==> src/rtl/core/frmn_pkg.sv <==
`timescale 1ns / 1ps
// ----------------------------------------------------------------------------
// frmn_pkg
// Shared widths and types for the fraction reduction block.
// ----------------------------------------------------------------------------
package frmn_pkg;

    localparam int DataWidth = 32;
    localparam int MagWidth  = DataWidth;
    localparam int CntWidth  = $clog2(MagWidth + 1);

    localparam logic STATUS_OK       = 1'b0;
    localparam logic STATUS_ZERO_DEN = 1'b1;

    typedef logic [DataWidth-1:0] data_t;
    typedef logic [MagWidth-1:0]  mag_t;

endpackage

==> src/rtl/core/fraction_reduce_mixed_number.sv <==
`timescale 1ns / 1ps
// ----------------------------------------------------------------------------
// fraction_reduce_mixed_number
// Reduces a signed fraction to lowest terms and returns it as a mixed number.
// ----------------------------------------------------------------------------
//  channel | dir | ports
//  s_      | in  | s_valid s_ready s_numer_in s_denom_in
//  m_      | out | m_valid m_ready m_status m_is_negative m_whole_part
//          |     | m_frac_numer m_frac_denom
//
// Each item runs one division per Euclid step plus three more divisions
// (reduced numerator, reduced denominator, whole part) on a shared restoring
// divider that retires one quotient bit per cycle.
// A zero denominator skips the divisions and goes straight to DONE.
// s_ready is high only in IDLE; a waiting result holds until m_ready.
// Reset is synchronous and active low and clears control state only.
// ----------------------------------------------------------------------------
module fraction_reduce_mixed_number (
    input  logic                   aclk,
    input  logic                   aresetn,
    input  logic                   s_valid,
    output logic                   s_ready,
    input  frmn_pkg::data_t        s_numer_in,
    input  frmn_pkg::data_t        s_denom_in,
    output logic                   m_valid,
    input  logic                   m_ready,
    output logic                   m_status,
    output logic                   m_is_negative,
    output logic [31:0]            m_whole_part,
    output logic [30:0]            m_frac_numer,
    output logic [31:0]            m_frac_denom
);
    import frmn_pkg::*;

    typedef enum logic [3:0] {
        ST_IDLE, ST_GCD_START, ST_GCD_DIV, ST_GCD_STEP,
        ST_RN_START, ST_RN_DIV, ST_RD_START, ST_RD_DIV,
        ST_WH_START, ST_WH_DIV, ST_DONE
    } state_t;

    state_t               state_reg;
    mag_t                 an_reg, ad_reg, a_reg, b_reg, rn_reg, rd_reg;
    logic                 neg_reg;
    mag_t                 dvd_reg, dvs_reg, quo_reg;
    logic [MagWidth:0]    rem_reg;
    logic [CntWidth-1:0]  cnt_reg;

    logic                 out_valid_reg, out_status_reg, out_neg_reg;
    logic [31:0]          out_whole_reg, out_denom_reg;
    logic [30:0]          out_fnum_reg;

    mag_t                 an_next, ad_next;
    logic [MagWidth:0]    shift_rem;
    logic [MagWidth:0]    diff;
    logic                 div_last;

    assign an_next  = s_numer_in[DataWidth-1] ? mag_t'(-s_numer_in) : mag_t'(s_numer_in);
    assign ad_next  = s_denom_in[DataWidth-1] ? mag_t'(-s_denom_in) : mag_t'(s_denom_in);
    assign shift_rem = {rem_reg[MagWidth-1:0], dvd_reg[MagWidth-1]};
    assign diff      = shift_rem - {1'b0, dvs_reg};
    assign div_last  = (cnt_reg == CntWidth'(MagWidth - 1));

    always_ff @(posedge aclk) begin
        if (!aresetn) begin
            state_reg     <= ST_IDLE;
            out_valid_reg <= 1'b0;
        end else begin
            if (out_valid_reg && m_ready && (state_reg != ST_DONE)) begin
                out_valid_reg <= 1'b0;
            end
            case (state_reg)
                ST_IDLE: begin
                    if (s_valid) begin
                        an_reg  <= an_next;
                        ad_reg  <= ad_next;
                        a_reg   <= an_next;
                        b_reg   <= ad_next;
                        neg_reg <= s_numer_in[DataWidth-1] ^ s_denom_in[DataWidth-1];
                        state_reg <= (ad_next == '0) ? ST_DONE : ST_GCD_STEP;
                    end
                end
                ST_GCD_STEP: begin
                    if (b_reg == '0) begin
                        state_reg <= ST_RN_START;
                    end else begin
                        state_reg <= ST_GCD_START;
                    end
                end
                ST_GCD_START, ST_RN_START, ST_RD_START, ST_WH_START: begin
                    case (state_reg)
                        ST_GCD_START: begin dvd_reg <= a_reg;  dvs_reg <= b_reg; end
                        ST_RN_START:  begin dvd_reg <= an_reg; dvs_reg <= a_reg; end
                        ST_RD_START:  begin dvd_reg <= ad_reg; dvs_reg <= a_reg; end
                        default:      begin dvd_reg <= rn_reg; dvs_reg <= rd_reg; end
                    endcase
                    rem_reg   <= '0;
                    quo_reg   <= '0;
                    cnt_reg   <= '0;
                    state_reg <= state_t'(state_reg + 4'd1);
                end
                ST_GCD_DIV, ST_RN_DIV, ST_RD_DIV, ST_WH_DIV: begin
                    dvd_reg <= {dvd_reg[MagWidth-2:0], 1'b0};
                    cnt_reg <= cnt_reg + 1'b1;
                    if (!diff[MagWidth]) begin
                        rem_reg <= diff;
                        quo_reg <= {quo_reg[MagWidth-2:0], 1'b1};
                    end else begin
                        rem_reg <= shift_rem;
                        quo_reg <= {quo_reg[MagWidth-2:0], 1'b0};
                    end
                    if (div_last) begin
                        case (state_reg)
                            ST_GCD_DIV: state_reg <= ST_GCD_STEP;
                            ST_RN_DIV:  state_reg <= ST_RD_START;
                            ST_RD_DIV:  state_reg <= ST_WH_START;
                            default:    state_reg <= ST_DONE;
                        endcase
                    end
                end
                ST_DONE: begin
                    if (!out_valid_reg || m_ready) begin
                        out_valid_reg <= 1'b1;
                        state_reg     <= ST_IDLE;
                        if (ad_reg == '0) begin
                            out_status_reg <= STATUS_ZERO_DEN;
                            out_neg_reg    <= 1'b0;
                            out_whole_reg  <= '0;
                            out_fnum_reg   <= '0;
                            out_denom_reg  <= 32'd1;
                        end else begin
                            out_status_reg <= STATUS_OK;
                            out_neg_reg    <= neg_reg && (rn_reg != '0);
                            out_whole_reg  <= 32'(quo_reg);
                            if (rem_reg == '0) begin
                                out_fnum_reg  <= '0;
                                out_denom_reg <= 32'd1;
                            end else begin
                                out_fnum_reg  <= 31'(rem_reg);
                                out_denom_reg <= 32'(rd_reg);
                            end
                        end
                    end
                end
                default: state_reg <= ST_IDLE;
            endcase
            // capture results of finished divisions
            if (div_last) begin
                case (state_reg)
                    ST_GCD_DIV: begin
                        a_reg <= b_reg;
                        b_reg <= diff[MagWidth] ? shift_rem[MagWidth-1:0]
                                                : diff[MagWidth-1:0];
                    end
                    ST_RN_DIV: rn_reg <= {quo_reg[MagWidth-2:0], ~diff[MagWidth]};
                    ST_RD_DIV: rd_reg <= {quo_reg[MagWidth-2:0], ~diff[MagWidth]};
                    default: ;
                endcase
            end
        end
    end

    assign s_ready       = (state_reg == ST_IDLE);
    assign m_valid       = out_valid_reg;
    assign m_status      = out_status_reg;
    assign m_is_negative = out_neg_reg;
    assign m_whole_part  = out_whole_reg;
    assign m_frac_numer  = out_fnum_reg;
    assign m_frac_denom  = out_denom_reg;

`ifndef SYNTHESIS
    a_out_hold: assert property (@(posedge aclk) disable iff (!aresetn)
        m_valid && !m_ready |=> m_valid && $stable(m_whole_part))
        else $error("result changed while stalled");
    a_denom_nonzero: assert property (@(posedge aclk) disable iff (!aresetn)
        m_valid |-> m_frac_denom != 32'd0)
        else $error("zero denominator out");
    a_err_form: assert property (@(posedge aclk) disable iff (!aresetn)
        m_valid && m_status == STATUS_ZERO_DEN |-> m_frac_denom == 32'd1 && !m_is_negative)
        else $error("bad error result");
    a_busy: assert property (@(posedge aclk) disable iff (!aresetn)
        s_valid && s_ready |=> !s_ready)
        else $error("accepted while busy");
`endif

endmodule

==> config.mk <==
export PLATFORM = sky130hd
export DESIGN_NAME = fraction_reduce_mixed_number
export DESIGN_NICKNAME = d
export VERILOG_FILES = /design/src/rtl/core/frmn_pkg.sv /design/src/rtl/core/fraction_reduce_mixed_number.sv
export SDC_FILE = /design/constraint.sdc
export NUM_CORES = 1
export LEC_CHECK = 0
export CAP_MARGIN = 10
export CORE_ASPECT_RATIO = 2
export CORE_UTILIZATION = 50
export CTS_CLUSTER_DIAMETER = 40
export DETAILED_ROUTE_END_ITERATION = 10
export DONT_BUFFER_PORTS = 1
export SYNTH_ARGS = -nofsm -noshare
export SYNTH_HDL_FRONTEND = slang
export SYNTH_SLANG_ARGS = --single-unit
==> constraint.sdc <==
create_clock -name aclk -period 19.3 [get_ports aclk]
set_input_delay 4.825 -clock aclk [delete_from_list [all_inputs] [get_ports aclk]]
set_output_delay 4.825 -clock aclk [all_outputs]
set_load 0.05 [all_outputs]
==> impl_summary.txt, run 1 <==
----------------------------------------------------
[Run status]
  Status ... complete, no violations

[Worst setup path]
  Cells on worst reg2reg path ... 8
  Required time at the worst-slack endpoint ... 19.76 ns
  Worst-path cell chain ... inv_1, ha_1, or4b_4, or4_4, or4b_4, or3_4, mux2_2, nand3_1, a2111o_1, or4_1, o311a_1, o31ai_2
  Max FO, Critical Path ... 6
  Register-to-register setup slack ... 14.51 ns
  Critical path capture point type ... flip-flop
  Category of the critical setup timing path ... in2reg
  Max stage delay cell, worst path ... or4_4
  Number of buffers and inverters on the critical path ... 1
  CP startpoint kind ... input pin
  R2R Path End ... quo_reg[8]
  Worst endpoint data arrival time ... 8.72 ns
  Kind of cell adding the most delay to the critical path ... simple AND/OR/NAND/NOR gates
  Cell seen most often among critical-path stages ... or4b_4
  FF-to-FF Start ... state_reg[2]
  Crit path largest cell delay ... 0.58 ns

[Power]
  Power Internal ... 2.254 mW
  Leakage power ... 7.974 nW
  Power, Total ... 3.667 mW
  Power density of the placed cells ... 157.7 mW/mm^2
  Proportion of power drawn by flip-flops and latches ... 40.6%
  Power spent charging and discharging nets ... 1.412 mW
  Net Sw Frac ... 38.52%
  Combinational share of power ... 35.3%
  Largest voltage drop on the vdd net ... 0.1015 mV
  Clk pwr share ... 24.0%

[Die]
  Std-Cell Rows ... 106
  Floorplan die area ... 0.04347 sq mm
  Vertical die dimension ... 293.9 um
  Core area ... 0.04191 sq mm
  Die X ... 147.9 um
  Ports ... 167
  Starting density of the core ... 50.81%

[Route]
  Router iterations before antenna repair ... 6
  Wire length reported by the detailed router ... 68070 um
  Initial drt markers ... 1255
  Vias ... 14.93k
  Via density per instance ... 6.266
  Number of DRC violations after detailed routing ... 0
  WL per Instance ... 28.56 um
  Detail Route Antenna Nets ... 0

[Worst hold path]
  Class of the worst hold path ... reg2reg
  Worst hold start ... quo_reg[16]
  Endpoint with the worst hold slack ... rd_reg[17]
  Worst hold path depth ... 0

[Synthesis]
  Cell types occupying the most area after synthesis ... edfxtp_1 60%, nand2_1 3.5%, and2_1 2.9%
  Synthesis warning total ... 0
  Average footprint of a synthesized cell ... 11.49 sq um
  Post-synth top flop ... edfxtp_1
  Commonest cells in the netlist ... 425 x edfxtp_1, 196 x nand2_1, 152 x nor2_1
  Synthesized cell area ... 0.02129 sq mm
  Seq/Total Area, Yosys ... 60.40%
  Total nets after synthesis ... 1962
  Async SR Flop Fraction ... 0%
  Gate count of the mapped netlist ... 1854
  Most frequent cell after synthesis ... edfxtp_1
  Number of enable flip-flop cells after synthesis ... 425
  Number of flip-flops and latches in the synthesized netlist ... 430
  Share of the synthesized area in the top cell type ... 59.93%
  Library cell occupying the most area in the post-synthesis netlist ... edfxtp_1
  Number of distinct standard cells referenced by the synthesized netlist ... 72

[GRT]
  Aggregate global routing overflow ... 0
  Via count of the first global-routing pass ... 14.96k
  Initial antenna violation count ... 0
  Tot GR Track Use ... 31.83%
  Global-route wire length before repair ... 98750 um
  Largest net degree at the start of global routing ... 91

[Timing]
  Unrepaired setup endpoints after global routing ... false
  Final worst-path setup slack ... 11.04 ns
  Final period utilization ... 42.79%
  Final Skew ... 0.02100 ns
  Transition time at the pin with the least slew margin ... 1.158 ns
  Clock period minus final worst setup slack ... 8.259 ns
  Final setup TNS ... 0 ns
  Rel. slew slack ... 22.61%
  Setup violators final ... 0
  Final worst hold slack ... 0.5000 ns
  Highest achievable clock rate ... 0.1211 GHz
  Number of endpoints with negative hold slack in the final report ... 0
  Number of pins with negative max-slew slack in the final report ... 0

[Clock network]
  Number of buffers added by the clock tree synthesis step ... 42
  Clock transition time at the flip-flop clock pins of the worst setup and hold paths ... 0.07 ns
  Clock sinks ... 430
  Hold buffers post-CTS ... 0
  Clock tree buffer depth ... 3
  Root Buffer Master ... clkbuf_16
  Count of cells resized by post-cts repair ... 0
  Clock latency on the worst-skew pair ... 0.57 ns
  TritonCTS clock tree ... yes
  Post-CTS setup buffers ... 0
  H-Tree Depth ... 2

[Placed design]
  Worst-case setup slack after placement ... 10.51 ns
  Placed insts ... 2305
  Port Buf Inserts ... 0
  HPWL after detailed placement ... 49240 um
  Dpl cell area ... 0.02178 sq mm
  Final RePlAce weighted congestion ... 1.013

[Layout]
  Total non-filler cell area in the finished layout ... 0.02324 sq mm
  Final cell utilization of the core ... 55.46%
  Synth-to-layout area growth ... 9.160%
  Antenna diodes ... 0
  Fraction of layout instances using a drive strength above 1 ... 6.891%
  Final instance count without filler cells ... 2383
  Max FFs per register ... 33
  Final net count ... 1917

[Run]
  Maxcap violations ... 0

----------------------------------------------------
[power groups by stage]
stage | registers [mW] | clock network (mW) | logic (mW)
6_report | 1.49 | 0.881 | 1.30
5_1_grt | 1.50 | 0.921 | 1.42
4_1_cts | 1.49 | 0.891 | 1.29
3_5_place_dp | 1.50 | 0 | 1.28
3_3_place_gp | 1.50 | 0 | 1.27
2_1_floorplan | 1.41 | 0 | 0.919
[how the worst max path moves through the flow]
stage	startpoint	endpoint	slack (ns)	depth (start not counted)
3_5_place_dp	s_denom_in[1]	state_reg[3]	10.51	12
6_report	s_denom_in[1]	state_reg[3]	11.04	12
2_1_floorplan	aresetn	m_frac_denom[0]	9.58	3
4_1_cts	s_denom_in[1]	state_reg[3]	11.08	12
3_3_place_gp	s_denom_in[1]	state_reg[3]	10.59	12
5_1_grt	s_denom_in[1]	state_reg[3]	10.95	12
[routing by layer]
metal | vias to the layer above | routed length [um] | GRT usage (%)
met4 | 0 | 7063 | 28.16
met5 | - | 0 | 0
met2 | 639 | 35030 | 56.37
met3 | 217 | 3901 | 5.256
li1 | 6782 | - | -
met1 | 7293 | 22070 | 31.83
[cell usage in the layout, fill, tap and decap left out, types with 39 or more instances in the layout]
cell | synthesis | routed
nor2_1 | 152 | 147
xnor2_1 | 59 | 59
nand2_1 | 196 | 196
nor4_1 | 46 | 45
o21ai_0 | 117 | 117
inv_1 | 65 | 65
edfxtp_1 | 425 | 425
nor2b_1 | 45 | 45
ha_1 | 39 | 39
mux2i_1 | 39 | 39
a21oi_1 | 84 | 83
and2_1 | 100 | 96
clkbuf_16 | 0 | 43
[layout make-up]
cell class	instances	area [sq um]
clock buffers	49	1099
clock inverters	29	365.4
fillers	3702	18670
inverters	66	247.7
multi-input cells	1253	7875
flip-flops and latches	430	12860
well taps	540	675.6
repair buffers	16	120.1
[logic make-up (layout without fill, tap and decap cells)]
kind of cell    Yosys count  in the layout  share of synthesized area, %
compound gates          409            409                         12.76
xor+xnor                 92             92                         3.784
fa+ha+maj                40             40                         2.386
buf+inv                 171            160                         3.044
flops                   430            430                         60.40
mux                      41             41                         1.939
simple gates            671            671                         15.69
Power figures use the tool's default switching activity.
==> run 2, diff against run 1 <==
--- a/config.mk
+++ b/config.mk
@@ -5,12 +5,14 @@
 export SDC_FILE = /design/constraint.sdc
 export NUM_CORES = 1
 export LEC_CHECK = 0
+export ABC_AREA = 1
 export CAP_MARGIN = 10
 export CORE_ASPECT_RATIO = 2
 export CORE_UTILIZATION = 50
 export CTS_CLUSTER_DIAMETER = 40
 export DETAILED_ROUTE_END_ITERATION = 10
 export DONT_BUFFER_PORTS = 1
+export PLACE_DENSITY = 0.68
 export SYNTH_ARGS = -nofsm -noshare
 export SYNTH_HDL_FRONTEND = slang
 export SYNTH_SLANG_ARGS = --single-unit
==> constraint.sdc (replaced) <==
create_clock -name aclk -period 7.3 [get_ports aclk]
set_input_delay 1.825 -clock aclk [delete_from_list [all_inputs] [get_ports aclk]]
set_output_delay 1.825 -clock aclk [all_outputs]
set_load 0.05 [all_outputs]
==> impl_summary.txt, run 2 <==
----------------------------------------------------
[Clock network]
  Root Buffer Master ... clkbuf_16
  Clock tree buffer depth ... 3 (unchanged)
  Post-CTS setup buffers ... 0 (unchanged)
  Clock latency on the worst-skew pair ... 0.58 ns (about the same)
  H-Tree Depth ... 2 (unchanged)
  Count of cells resized by post-cts repair ... 0 (unchanged)
  Hold buffers post-CTS ... 0 (unchanged)
  Clock sinks ... 430 (unchanged)
  Clock transition time at the flip-flop clock pins of the worst setup and hold paths ... 0.08 ns (about the same)
  Number of buffers added by the clock tree synthesis step ... 44 (+4.8%)
  TritonCTS clock tree ... yes

[Route]
  WL per Instance ... 24.98 um (-13%)
  Detail Route Antenna Nets ... 0 (unchanged)
  Initial drt markers ... 1409 (+12%)
  Router iterations before antenna repair ... 6 (unchanged)
  Wire length reported by the detailed router ... 72200 um (+6.1%)
  Number of DRC violations after detailed routing ... 0 (unchanged)
  Via density per instance ... 5.829 (-7.0%)
  Vias ... 16.85k (+13%)

[Placed design]
  HPWL after detailed placement ... 54420 um (+11%)
  Port Buf Inserts ... 0 (unchanged)
  Final RePlAce weighted congestion ... 1.078 (+6.4%)

[Power]
  Largest voltage drop on the vdd net ... 0.2399 mV (+140%)
  Clk pwr share ... 30.2% (+6.2 points)
  Net Sw Frac ... 36.41% (-2.1 points)
  Power spent charging and discharging nets ... 3.212 mW (+130%)
  Leakage power ... 9.685 nW (+21%)
  Power density of the placed cells ... 363.3 mW/mm^2 (+130%)
  Proportion of power drawn by flip-flops and latches ... 39.6% (-1.0 points)
  Combinational share of power ... 30.2% (-5.1 points)
  Power Internal ... 5.609 mW (+150%)

[Timing]
  Number of pins with negative max-slew slack in the final report ... 0 (unchanged)
  Clock period minus final worst setup slack ... 4.106 ns
  Number of endpoints with negative hold slack in the final report ... 0 (unchanged)
  Final period utilization ... 56.25%
  Final setup TNS ... 0 ns (unchanged)
  Highest achievable clock rate ... 0.2436 GHz
  Final worst hold slack ... 0.4823 ns (-0.01773 ns)
  Final Skew ... 0.03213 ns (+0.01113 ns)
  Transition time at the pin with the least slew margin ... 1.338 ns (+0.1802 ns)
  Setup violators final ... 0 (unchanged)
  Unrepaired setup endpoints after global routing ... false
  Rel. slew slack ... 9.966% (-13 points)

[Worst setup path]
  Cells on worst reg2reg path ... 10 (+2)
  Required time at the worst-slack endpoint ... 7.48 ns (-12.28 ns)
  CP startpoint kind ... flip-flop
  FF-to-FF Start ... state_reg[0]
  Register-to-register setup slack ... 3.19 ns (-11.32 ns)
  Category of the critical setup timing path ... reg2reg
  Critical path capture point type ... flip-flop
  Max FO, Critical Path ... 74 (+68)
  R2R Path End ... ad_reg[17]
  Worst endpoint data arrival time ... 4.29 ns (-4.43 ns)
  Worst Setup EP ... ad_reg[17]
  CP Launch Point ... state_reg[0]

[Synthesis]
  Number of flip-flops and latches in the synthesized netlist ... 430 (unchanged)
  Share of the synthesized area in the top cell type ... 57.98% (-1.9 points)
  Total nets after synthesis ... 2430 (+24%)
  Synthesis warning total ... 0 (unchanged)
  Average footprint of a synthesized cell ... 9.479 sq um (-17%)
  Cell types occupying the most area after synthesis ... edfxtp_1 58%, nand2_1 7.8%, nor2_1 6.2%
  Most frequent cell after synthesis ... nand2_1
  Synthesized cell area ... 0.02201 sq mm (+3.4%)
  Seq/Total Area, Yosys ... 58.44% (-2.0 points)
  Number of distinct standard cells referenced by the synthesized netlist ... 52 (-28%)
  Gate count of the mapped netlist ... 2322 (+25%)
  Post-synth top flop ... edfxtp_1
  Number of enable flip-flop cells after synthesis ... 425 (unchanged)
  Library cell occupying the most area in the post-synthesis netlist ... edfxtp_1
  Commonest cells in the netlist ... 457 x nand2_1, 425 x edfxtp_1, 364 x nor2_1
  Async SR Flop Fraction ... 0% (unchanged)

[Layout]
  Synth-to-layout area growth ... 10.32%
  Final net count ... 2412 (+26%)
  Max FFs per register ... 33 (unchanged)
  Most frequent standard cell in the layout excluding fill and tap cells ... nand2_1
  Antenna diodes ... 0 (unchanged)
  Commonest non-fill, non-tap cells in the layout ... 455 x nand2_1, 425 x edfxtp_1, 360 x nor2_1
  Fraction of layout instances using a drive strength above 1 ... 6.453% (-0.44 points)

[Die]
  Die X ... 150.4 um (+1.6%)
  Vertical die dimension ... 298.7 um (+1.7%)
  Starting density of the core ... 50.74% (-0.068 points)
  Std-Cell Rows ... 108 (+1.9%)
  Ports ... 167 (unchanged)
  Core area ... 0.04338 sq mm (+3.5%)
  Floorplan die area ... 0.04491 sq mm (+3.3%)

[GRT]
  Via count of the first global-routing pass ... 17.14k (+15%)
  Tot GR Track Use ... 32.96% (+1.1 points)
  Initial antenna violation count ... 0 (unchanged)
  Aggregate global routing overflow ... 0 (unchanged)
  Global-route wire length before repair ... 106400 um (+7.8%)
  Largest net degree at the start of global routing ... 99 (+8.8%)

[Run]
  Maxcap violations ... 0 (unchanged)

[Worst hold path]
  Class of the worst hold path ... reg2reg

[Run status]
  Status ... complete, no violations

----------------------------------------------------
## run 2: logic make-up after synthesis
group                    synth area share [%]
AO/OA/AOI/OAI                           9.891
buffers and inverters                   7.186
flip-flops                              58.44
AND/OR/NAND/NOR                         19.75
adder cells (fa/ha/maj)                 2.308
XOR/XNOR                                2.427
## run 2: layout make-up
cell class              instances  area, sq um
clock inverters                37        625.6
flip-flops and latches        430        12860
clock buffers                  45         1105
well taps                     550        688.2
inverters                     316         1192
multi-input cells            1490         7642
repair buffers                 22        165.2
fillers                      3796        19100
## run 2: stage by stage
stage	cell area, sq um	setup WS, ns	std cells	utilization [%]	power (mW)
global placement	22550	3.082	2808	51.99	6.139
CTS	24280	3.246	2890	55.98	8.828
floorplan	22020	1.133	2322	-	5.350
finish	24280	3.194	2890	55.98	8.821
detailed placement	22550	3.084	2808	51.99	6.174
global route	24280	3.053	2890	55.98	9.223
## run 2: per-layer routing
layer / track usage, % / vias to the layer above / share of wire [%]
met2: 60.18 / 750 / 53
li1: - / 7882 / -
met5: 0 / - / 0
met1: 34.35 / 8012 / 33
met4: 20.54 / 0 / 7.1
met3: 5.450 / 203 / 6.6
## run 2: power groups by stage
stage	Sequential [mW]	Clock [mW]	Combinational, mW
6_report	3.49	2.66	2.67
5_1_grt	3.53	2.77	2.93
4_1_cts	3.49	2.69	2.64
3_5_place_dp	3.54	0	2.63
3_3_place_gp	3.53	0	2.61
2_1_floorplan	3.48	0	1.88
## run 2: worst min-delay path by stage
stage / from / slack (ns) / cells past startpoint / endpoint
floorplan: quo_reg[9] / 0.45 / 0 / rd_reg[10]
global placement: quo_reg[21] / 0.46 / 0 / rn_reg[22]
detailed placement: quo_reg[9] / 0.47 / 0 / rn_reg[10]
CTS: quo_reg[9] / 0.48 / 0 / rn_reg[10]
global route: quo_reg[11] / 0.50 / 0 / rd_reg[12]
finish: quo_reg[17] / 0.48 / 0 / rn_reg[18]
## run 2: critical path, stage by stage, from the launching register on
cell,delay [ns]
dfxtp_1,0.43
inv_1,0.13
ha_1,0.19
inv_1,0.08
nor2_2,0.73
inv_1,0.23
nor2_4,0.14
buf_4,0.61
inv_1,0.20
nor2_4,0.11
buf_4,0.75
